$ cat src/rtl/ile_pkg.sv
package ile_pkg;

  // Default sizes of the list.
  localparam int DEPTH_DEF     = 16;
  localparam int WORD_BITS_DEF = 32;

  // Fixed field widths.
  localparam int CMD_BITS    = 3;
  localparam int STATUS_BITS = 2;

  // Command codes carried by an input item.
  typedef enum logic [CMD_BITS-1:0] {
    CMD_APPEND    = 3'd0,
    CMD_REMOVE    = 3'd1,
    CMD_READ      = 3'd2,
    CMD_INSERT    = 3'd3,
    CMD_OVERWRITE = 3'd4,
    CMD_FIND      = 3'd5
  } cmd_t;

  // Result status codes.
  typedef enum logic [STATUS_BITS-1:0] {
    ST_OK    = 2'd0,
    ST_RANGE = 2'd1,
    ST_FULL  = 2'd2
  } status_t;

  // What a cell loads into its stored word.
  typedef enum logic [2:0] {
    CELL_HOLD,
    CELL_WRITE,
    CELL_ZERO,
    CELL_FROM_LEFT,
    CELL_FROM_RIGHT
  } cell_op_t;

  // Control handed to every cell in a cycle.
  typedef struct packed {
    cell_op_t op;
    logic     scan_load;
    logic     scan_shift;
  } cell_ctl_t;

  // Sequencer states.
  typedef enum logic [1:0] {
    S_IDLE,
    S_SCAN,
    S_WAIT
  } state_t;

endpackage

$ cat src/rtl/ile_cell.sv
module ile_cell #(
  parameter int WORD_BITS = ile_pkg::WORD_BITS_DEF
) (
  input  logic                  clk,
  input  ile_pkg::cell_ctl_t    ctl,
  input  logic [WORD_BITS-1:0]  value,
  input  logic [WORD_BITS-1:0]  left_word,
  input  logic [WORD_BITS-1:0]  right_word,
  input  logic [WORD_BITS-1:0]  right_scan,
  output logic [WORD_BITS-1:0]  word,
  output logic [WORD_BITS-1:0]  scan
);

  // Stored list entry: written, cleared, or taken from a neighbor when the list shifts.
  always_ff @(posedge clk) begin
    unique case (ctl.op)
      ile_pkg::CELL_WRITE:      word <= value;
      ile_pkg::CELL_ZERO:       word <= '0;
      ile_pkg::CELL_FROM_LEFT:  word <= left_word;
      ile_pkg::CELL_FROM_RIGHT: word <= right_word;
      default:                  word <= word;
    endcase
  end

  // Scan stage: snapshots the entry; on scan_shift moves one cell toward the head per cycle.
  always_ff @(posedge clk) begin
    if (ctl.scan_load) begin
      scan <= word;
    end else if (ctl.scan_shift) begin
      scan <= right_scan;
    end
  end

endmodule

$ cat src/rtl/indexed_list_engine.sv
// Ordered list of up to DEPTH words held in a row of cells, one entry per cell.
// Append, insert, overwrite and every failing command finish in the cycle the
// item is accepted: all cells shift, write or zero-fill at once, and the next
// item can follow in the next cycle if the output register is free. Read and
// remove at resolved index k end when the scan reaches k; find ends at the
// first match or, if the value is absent, at count. On acceptance the list
// is copied into the scan line, which moves one cell toward the head each
// cycle; only the head cell is read and compared. A result waits in the
// output register while the next item is accepted; in_stall is high while a
// scan runs or while a finished result cannot yet enter the output register.
module indexed_list_engine #(
  parameter int  DEPTH     = ile_pkg::DEPTH_DEF,
  parameter int  WORD_BITS = ile_pkg::WORD_BITS_DEF,
  localparam int IB        = $clog2(DEPTH) + 1,
  localparam int CB        = $clog2(DEPTH + 1)
) (
  input  logic                         clk,
  input  logic                         rst,
  input  logic                         in_valid,
  output logic                         in_stall,
  input  logic [ile_pkg::CMD_BITS-1:0] command,
  input  logic signed [IB-1:0]         position,
  input  logic signed [WORD_BITS-1:0]  value,
  output logic                         out_valid,
  input  logic                         out_stall,
  output logic signed [WORD_BITS-1:0]  read_value,
  output logic signed [IB-1:0]         found_index,
  output logic [ile_pkg::STATUS_BITS-1:0] status,
  output logic [CB-1:0]                count,
  output logic                         empty_res
);

  localparam logic [IB-1:0] IDX_ONE   = IB'(1);
  localparam logic [IB-1:0] IDX_LIMIT = IB'(DEPTH);
  localparam logic [CB-1:0] CNT_ONE   = CB'(1);
  localparam logic [CB-1:0] CNT_MAX   = CB'(DEPTH);

  ile_pkg::state_t state, state_next;

  logic [CB-1:0]        entry_count;
  logic [CB-1:0]        scan_pos;
  logic [CB-1:0]        scan_target;
  logic                 scan_find;
  logic [WORD_BITS-1:0] key;

  logic in_fire;
  logic out_free;

  logic [WORD_BITS-1:0] words [DEPTH];
  logic [WORD_BITS-1:0] scans [DEPTH];

  // Position resolution: negative positions count back from the end.
  logic          pos_neg;
  logic [IB-1:0] cnt_x;
  logic [IB-1:0] back;
  logic [IB-1:0] idx;
  logic          pos_ok;
  logic          in_list;
  logic          ext_fits;
  logic          list_full;

  assign pos_neg   = position[IB-1];
  assign cnt_x     = IB'(entry_count);
  assign back      = IDX_ONE + $unsigned(~position);
  assign pos_ok    = !pos_neg || (back <= cnt_x);
  assign idx       = pos_neg ? (cnt_x - back) : $unsigned(position);
  assign in_list   = pos_ok && (idx < cnt_x);
  assign ext_fits  = idx < IDX_LIMIT;
  assign list_full = entry_count == CNT_MAX;

  // Command decode for the item on the input port.
  logic              go_append;
  logic              go_down;
  logic              go_up;
  logic              go_write;
  logic              go_zero;
  logic              go_scan;
  logic              scan_is_find;
  ile_pkg::status_t  imm_status;
  logic [CB-1:0]     cnt_after;

  always_comb begin
    go_append    = 1'b0;
    go_down      = 1'b0;
    go_up        = 1'b0;
    go_write     = 1'b0;
    go_zero      = 1'b0;
    go_scan      = 1'b0;
    scan_is_find = 1'b0;
    imm_status   = ile_pkg::ST_OK;
    cnt_after    = entry_count;
    unique case (ile_pkg::cmd_t'(command))
      ile_pkg::CMD_APPEND: begin
        if (list_full) begin
          imm_status = ile_pkg::ST_FULL;
        end else begin
          go_append = 1'b1;
          cnt_after = entry_count + CNT_ONE;
        end
      end
      ile_pkg::CMD_REMOVE: begin
        if (!in_list) begin
          imm_status = ile_pkg::ST_RANGE;
        end else begin
          go_down   = 1'b1;
          go_scan   = 1'b1;
          cnt_after = entry_count - CNT_ONE;
        end
      end
      ile_pkg::CMD_READ: begin
        if (!in_list) begin
          imm_status = ile_pkg::ST_RANGE;
        end else begin
          go_scan = 1'b1;
        end
      end
      ile_pkg::CMD_INSERT: begin
        if (!pos_ok) begin
          imm_status = ile_pkg::ST_RANGE;
        end else if (!in_list) begin
          if (ext_fits) begin
            go_zero   = 1'b1;
            go_write  = 1'b1;
            cnt_after = CB'(idx + IDX_ONE);
          end else begin
            imm_status = ile_pkg::ST_FULL;
          end
        end else if (list_full) begin
          imm_status = ile_pkg::ST_FULL;
        end else begin
          go_up     = 1'b1;
          go_write  = 1'b1;
          cnt_after = entry_count + CNT_ONE;
        end
      end
      ile_pkg::CMD_OVERWRITE: begin
        if (!pos_ok) begin
          imm_status = ile_pkg::ST_RANGE;
        end else if (!in_list) begin
          if (ext_fits) begin
            go_zero   = 1'b1;
            go_write  = 1'b1;
            cnt_after = CB'(idx + IDX_ONE);
          end else begin
            imm_status = ile_pkg::ST_FULL;
          end
        end else begin
          go_write = 1'b1;
        end
      end
      ile_pkg::CMD_FIND: begin
        go_scan      = 1'b1;
        scan_is_find = 1'b1;
      end
      default: begin
      end
    endcase
  end

  // Row of cells; each one decides its own move from its fixed index.
  for (genvar i = 0; i < DEPTH; i++) begin : g_cell
    localparam logic [IB-1:0] CI = IB'(i);

    ile_pkg::cell_ctl_t   ctl;
    logic [WORD_BITS-1:0] left_word;
    logic [WORD_BITS-1:0] right_word;
    logic [WORD_BITS-1:0] right_scan;

    always_comb begin
      ctl.op         = ile_pkg::CELL_HOLD;
      ctl.scan_load  = in_fire && go_scan;
      ctl.scan_shift = state == ile_pkg::S_SCAN;
      if (in_fire) begin
        if (go_append && (CI == cnt_x)) begin
          ctl.op = ile_pkg::CELL_WRITE;
        end else if (go_write && (CI == idx)) begin
          ctl.op = ile_pkg::CELL_WRITE;
        end else if (go_zero && (CI >= cnt_x) && (CI < idx)) begin
          ctl.op = ile_pkg::CELL_ZERO;
        end else if (go_up && (CI > idx)) begin
          ctl.op = ile_pkg::CELL_FROM_LEFT;
        end else if (go_down && (CI >= idx)) begin
          ctl.op = ile_pkg::CELL_FROM_RIGHT;
        end
      end
    end

    if (i == 0) begin : g_first
      assign left_word = '0;
    end else begin : g_inner_left
      assign left_word = words[i-1];
    end

    if (i == DEPTH - 1) begin : g_last
      assign right_word = '0;
      assign right_scan = '0;
    end else begin : g_inner_right
      assign right_word = words[i+1];
      assign right_scan = scans[i+1];
    end

    ile_cell #(
      .WORD_BITS (WORD_BITS)
    ) u_cell (
      .clk        (clk),
      .ctl        (ctl),
      .value      (value),
      .left_word  (left_word),
      .right_word (right_word),
      .right_scan (right_scan),
      .word       (words[i]),
      .scan       (scans[i])
    );
  end

  // Head of the scan line: the entry at scan_pos.
  logic          head_match;
  logic          scan_end;
  logic [IB-1:0] scan_fi;

  assign head_match = (scan_pos != entry_count) && (scans[0] == key);
  assign scan_end   = scan_find ? ((scan_pos == entry_count) || head_match)
                                : (scan_pos == scan_target);
  assign scan_fi    = head_match ? IB'(scan_pos) : '1;

  // Result staging.
  logic                 res_ready;
  logic [WORD_BITS-1:0] res_rv;
  logic [IB-1:0]        res_fi;
  ile_pkg::status_t     res_st;
  logic [CB-1:0]        res_cnt;

  logic [WORD_BITS-1:0] pend_rv;
  logic [IB-1:0]        pend_fi;
  ile_pkg::status_t     pend_st;
  logic [CB-1:0]        pend_cnt;

  assign in_fire  = in_valid && !in_stall;
  assign out_free = !out_valid || !out_stall;

  // Next state.
  always_comb begin
    state_next = state;
    unique case (state)
      ile_pkg::S_IDLE: begin
        if (in_fire) begin
          if (go_scan) begin
            state_next = ile_pkg::S_SCAN;
          end else if (!out_free) begin
            state_next = ile_pkg::S_WAIT;
          end
        end
      end
      ile_pkg::S_SCAN: begin
        if (scan_end) begin
          state_next = out_free ? ile_pkg::S_IDLE : ile_pkg::S_WAIT;
        end
      end
      ile_pkg::S_WAIT: begin
        if (out_free) begin
          state_next = ile_pkg::S_IDLE;
        end
      end
      default: state_next = ile_pkg::S_IDLE;
    endcase
  end

  // Outputs of the sequencer: input stall and the finished result.
  always_comb begin
    in_stall  = state != ile_pkg::S_IDLE;
    res_ready = 1'b0;
    res_rv    = '0;
    res_fi    = '0;
    res_st    = ile_pkg::ST_OK;
    res_cnt   = entry_count;
    unique case (state)
      ile_pkg::S_IDLE: begin
        res_ready = in_fire && !go_scan;
        res_st    = imm_status;
        res_cnt   = cnt_after;
      end
      ile_pkg::S_SCAN: begin
        res_ready = scan_end;
        res_rv    = scan_find ? '0 : scans[0];
        res_fi    = scan_find ? scan_fi : '0;
      end
      ile_pkg::S_WAIT: begin
        res_ready = 1'b1;
        res_rv    = pend_rv;
        res_fi    = pend_fi;
        res_st    = pend_st;
        res_cnt   = pend_cnt;
      end
      default: begin
      end
    endcase
  end

  // Control registers.
  always_ff @(posedge clk) begin
    if (rst) begin
      state       <= ile_pkg::S_IDLE;
      entry_count <= '0;
      out_valid   <= 1'b0;
    end else begin
      state <= state_next;
      if (in_fire) begin
        entry_count <= cnt_after;
      end
      if (res_ready && out_free) begin
        out_valid <= 1'b1;
      end else if (!out_stall) begin
        out_valid <= 1'b0;
      end
    end
  end

  // Scan bookkeeping and result payload.
  always_ff @(posedge clk) begin
    if (in_fire) begin
      key         <= value;
      scan_target <= CB'(idx);
      scan_find   <= scan_is_find;
      scan_pos    <= '0;
    end else if (state == ile_pkg::S_SCAN) begin
      scan_pos <= scan_pos + CNT_ONE;
    end
    if (res_ready && out_free) begin
      read_value  <= res_rv;
      found_index <= res_fi;
      status      <= res_st;
      count       <= res_cnt;
      empty_res   <= res_cnt == '0;
    end else if (res_ready) begin
      pend_rv  <= res_rv;
      pend_fi  <= res_fi;
      pend_st  <= res_st;
      pend_cnt <= res_cnt;
    end
  end

endmodule

$ cat config.mk
export PLATFORM = sky130hd
export DESIGN_NAME = indexed_list_engine
export DESIGN_NICKNAME = d
export VERILOG_FILES = /design/src/rtl/ile_pkg.sv /design/src/rtl/ile_cell.sv /design/src/rtl/indexed_list_engine.sv
export SDC_FILE = /design/constraint.sdc
export NUM_CORES = 2
export LEC_CHECK = 0
export BUFFER_PORTS_ARGS = -buffer_cell sky130_fd_sc_hd__clkbuf_2
export CAP_MARGIN = 20
export CORE_MARGIN = 10
export CORE_UTILIZATION = 37
export DETAILED_ROUTE_END_ITERATION = 10
export HOLD_SLACK_MARGIN = 0.03
export PLACE_DENSITY = 0.62
export SLEW_MARGIN = 15
export SYNTH_ARGS = -nofsm -noshare
export SYNTH_HDL_FRONTEND = slang
export SYNTH_HIERARCHICAL = 1
export SYNTH_SLANG_ARGS = --single-unit
$ cat constraint.sdc
create_clock -name clk -period 8.3 [get_ports clk]
set_input_delay 2.075 -clock clk [delete_from_list [all_inputs] [get_ports clk]]
set_output_delay 2.075 -clock clk [all_outputs]
set_load 0.01 [all_outputs]
==> metrics.txt <==
largest net degree at the start of global routing 69; synth unique cells 86; first-pass GRT wire length 321 mm; CP Launch Type input port; Yosys Warn Count 6; Rows 158; cell area after layout 0.0756 mm²; Clock Skews 0.0302 ns; vias in the first global route 48700; gr ovfl total 0; CTS sink count 1164; crit path launch position[2]; initial drt markers 6260; slew margin rel. 16.7%; Final Routed Wirelength 218 mm; RSZ-0062 raised after global routing false; final design utilization 40.8%; Post-DRT Antenna Nets 0; syn_area_per_cell 11.5 µm²; placed wire-length estimate 149 mm; Area Overhead vs Synth 9.71%; GR Util met2 34.1%; EDFF count, synth 1151; worst slew pin tran 1.25 ns; cts repair resizes 0; worst setup margin 1.22 ns; Peak Freq 141 MHz; Leak 27.4 nW; CTS buffer count 121; initial antenna violation count 13; Max Fanout on Critical Path 32; top cells by area, synth edfxtp_1 50%, mux2_2 8.4%, o311ai_1 6.3%; Final Max Tran Viols 0; GRT Total Usage 20.4%; Syn Inst Count 5979; sequential area share after synthesis 50.5%; MaxCap Viol Count 0; share of layout cells above drive strength 1 19.2%; PD cells 220 mW/mm²; htree depth 3; GR Layer Usage met1 26.7%; DRC viols 0; port bufs 90; total core area 0.185 mm²; Post-CTS Setup Repair Bufs 0; R2R Path Start cnt_x[1]$_SDFFE_PP0P_; HP Class flop to flop; setup slack after placement 0.561 ns; Die ar. 0.204 mm²; Root Driver clkbuf_16; Final Power 16.6 mW; Worst VDD drop 0.162 mV; Ports 91; Final Critical Period 7.08 ns; Worst-path clk slew 0.07 ns; DIE WIDTH 452 µm; Pre-Repair DR Iteration Count 8; CP Capture Type flop; CTS tree done; placed cell areas 0.0714 mm²; DR vias/cell 5.83; final std cells w/o fill 8543; final hold slack 0.537 ns; crit path DAT 7.63 ns; vias post-DR 49800; grt met3 use 3.82%; crit share post-route 85.3%; post-synthesis async set-or-reset flop share 0%; Wirelength per Cell 25.6 µm; Total Nets Final 6026; Post-Syn Area 0.0689 mm²; clk_lat worst skew 0.77 ns; TNS Setup 0 ns; RD Place Congestion 0.877; final setup violation count 0; WP data required 8.85 ns; Post-CTS Hold Fix Bufs 0; status complete, no violations; top cell type's share of synthesized area 50.1%; GRT busiest layer met2; FF+latch count, synth 1164; Die Ht 452 µm; Initial Utilization 37.2%; Final Hold Viols 0; Primary FF master, synth edfxtp_1; CTS Buffer Depth 3; min-delay src g_cell[10].u_cell/scan[19]$_DFFE_PP_; dpl cells 8310; kind of critical path input port to flop; largest area contributor in the netlist edfxtp_1
[flip-flops by register name, indices dropped and copies added, names as in the netlist, 2 cells and up]
name	flops
pend_st	2
state	2
scan_pos	5
read_value	32
found_index	5
scan_target	5
cnt_x	5
pend_rv	32
g_cell.u_cell/word	512
pend_fi	5
count	5
status	2
key	32
g_cell.u_cell/scan	512
pend_cnt	5
[synthesized netlist by cell type (all sizes together) (4+ instances only)]
cell	count
a32oi	7
or2	17
ha	23
dfxtp	13
a21o	512
xor2	45
mux2	512
xnor2	30
and3	7
and2	21
a21boi	6
inv	534
edfxtp	1151
a221oi	6
nand3b	515
a22oi	34
nor3	17
nand4	9
nand3	24
nor4	12
o311ai	516
nand2b	516
nor2	100
buf	415
a211oi	7
a21oi	51
nor2b	54
a311oi	5
nand2	73
mux2i	5
clkbuf	131
a31oi	18
o21ai	541
o22ai	4
[layer usage]
layer / routed length (µm) / share of wire, %
met1: 89600 / 41
met2: 105000 / 48
met3: 17200 / 7.9
met4: 6860 / 3.1
met5: 0 / 0
[final timing paths]
kind / to / slack, ns / depth (start not counted)
max: g_cell[2].u_cell/word[4]$_DFFE_PP_ / 1.22 / 17
max reg2reg: g_cell[2].u_cell/word[4]$_DFFE_PP_ / 2.15 / 16
min: g_cell[9].u_cell/scan[19]$_DFFE_PP_ / 0.54 / 1
min reg2reg: g_cell[9].u_cell/scan[19]$_DFFE_PP_ / 0.54 / 1
[cell families (layout without fill, tap and decap cells)]
| logic type | after synthesis | count (layout) | synth area share [%] |
|---|---|---|---|
| AO/OA/AOI/OAI | 1739 | 1739 | 18.0 |
| XOR/XNOR | 75 | 75 | 0.953 |
| adder cells (fa/ha/maj) | 24 | 24 | 0.447 |
| buffers and inverters | 1081 | 1067 | 8.45 |
| flip-flops | 1164 | 1164 | 50.5 |
| multiplexers | 517 | 517 | 8.47 |
| other | 1 | 99 | 0.00544 |
| AND/OR/NAND/NOR | 1378 | 1378 | 13.1 |
[report_power, final]
group          switching, mW  leakage (nW)  total (mW)  internal [mW]
combinational           1.94          14.8        3.13           1.20
sequential             0.362          10.6        7.80           7.44
clock                   2.44          1.97        5.70           3.26
[worst max-delay path, stage by stage]
cell and delay (ns):
clkbuf_2 0.14, nor3_1 0.24, xor2_1 0.19, ha_1 0.34, nor4bb_1 0.19, a311oi_2 0.30, nand3_4 0.21, ha_1 0.37
a21oi_1 0.15, a21boi_1 0.12, or3_1 0.42, nor2_4 0.23, nand3_1 0.46, or4_1 0.64, a21oi_2 0.50, nand2_2 0.56
o311ai_1 0.46
[layout make-up]
type,count,area (µm²)
multi-input cells,3829,29000
repair buffers,307,2570
flip-flops and latches,1164,34800
clock buffers,146,3160
inverters,535,2010
clock inverters,79,898
diodes,3,7.51
fillers,17700,110000
well taps,2480,3100
[placed cells by master, fill, tap and decap left out, types with 23 or more instances in the layout]
| master | netlist | routed |
|---|---|---|
| edfxtp_1 | 1151 | 1151 |
| inv_1 | 533 | 529 |
| nand2b_1 | 516 | 516 |
| nand3b_1 | 515 | 515 |
| a21o_1 | 512 | 512 |
| mux2_2 | 512 | 512 |
| o311ai_1 | 497 | 497 |
| o21ai_1 | 482 | 482 |
| buf_4 | 17 | 178 |
| clkbuf_16 | 0 | 122 |
| conb_1 | 1 | 96 |
| clkbuf_2 | 0 | 90 |
| nor2_1 | 99 | 79 |
| o21ai_0 | 58 | 58 |
| nand2_1 | 57 | 56 |
| xor2_1 | 45 | 45 |
| nor2b_1 | 38 | 38 |
| a22oi_1 | 34 | 34 |
| buf_12 | 0 | 34 |
| a21oi_1 | 51 | 32 |
| clkinv_1 | 1 | 25 |
| nand3_1 | 23 | 23 |
| ha_1 | 23 | 23 |
Note: power is estimated with default switching activity, not from simulation.
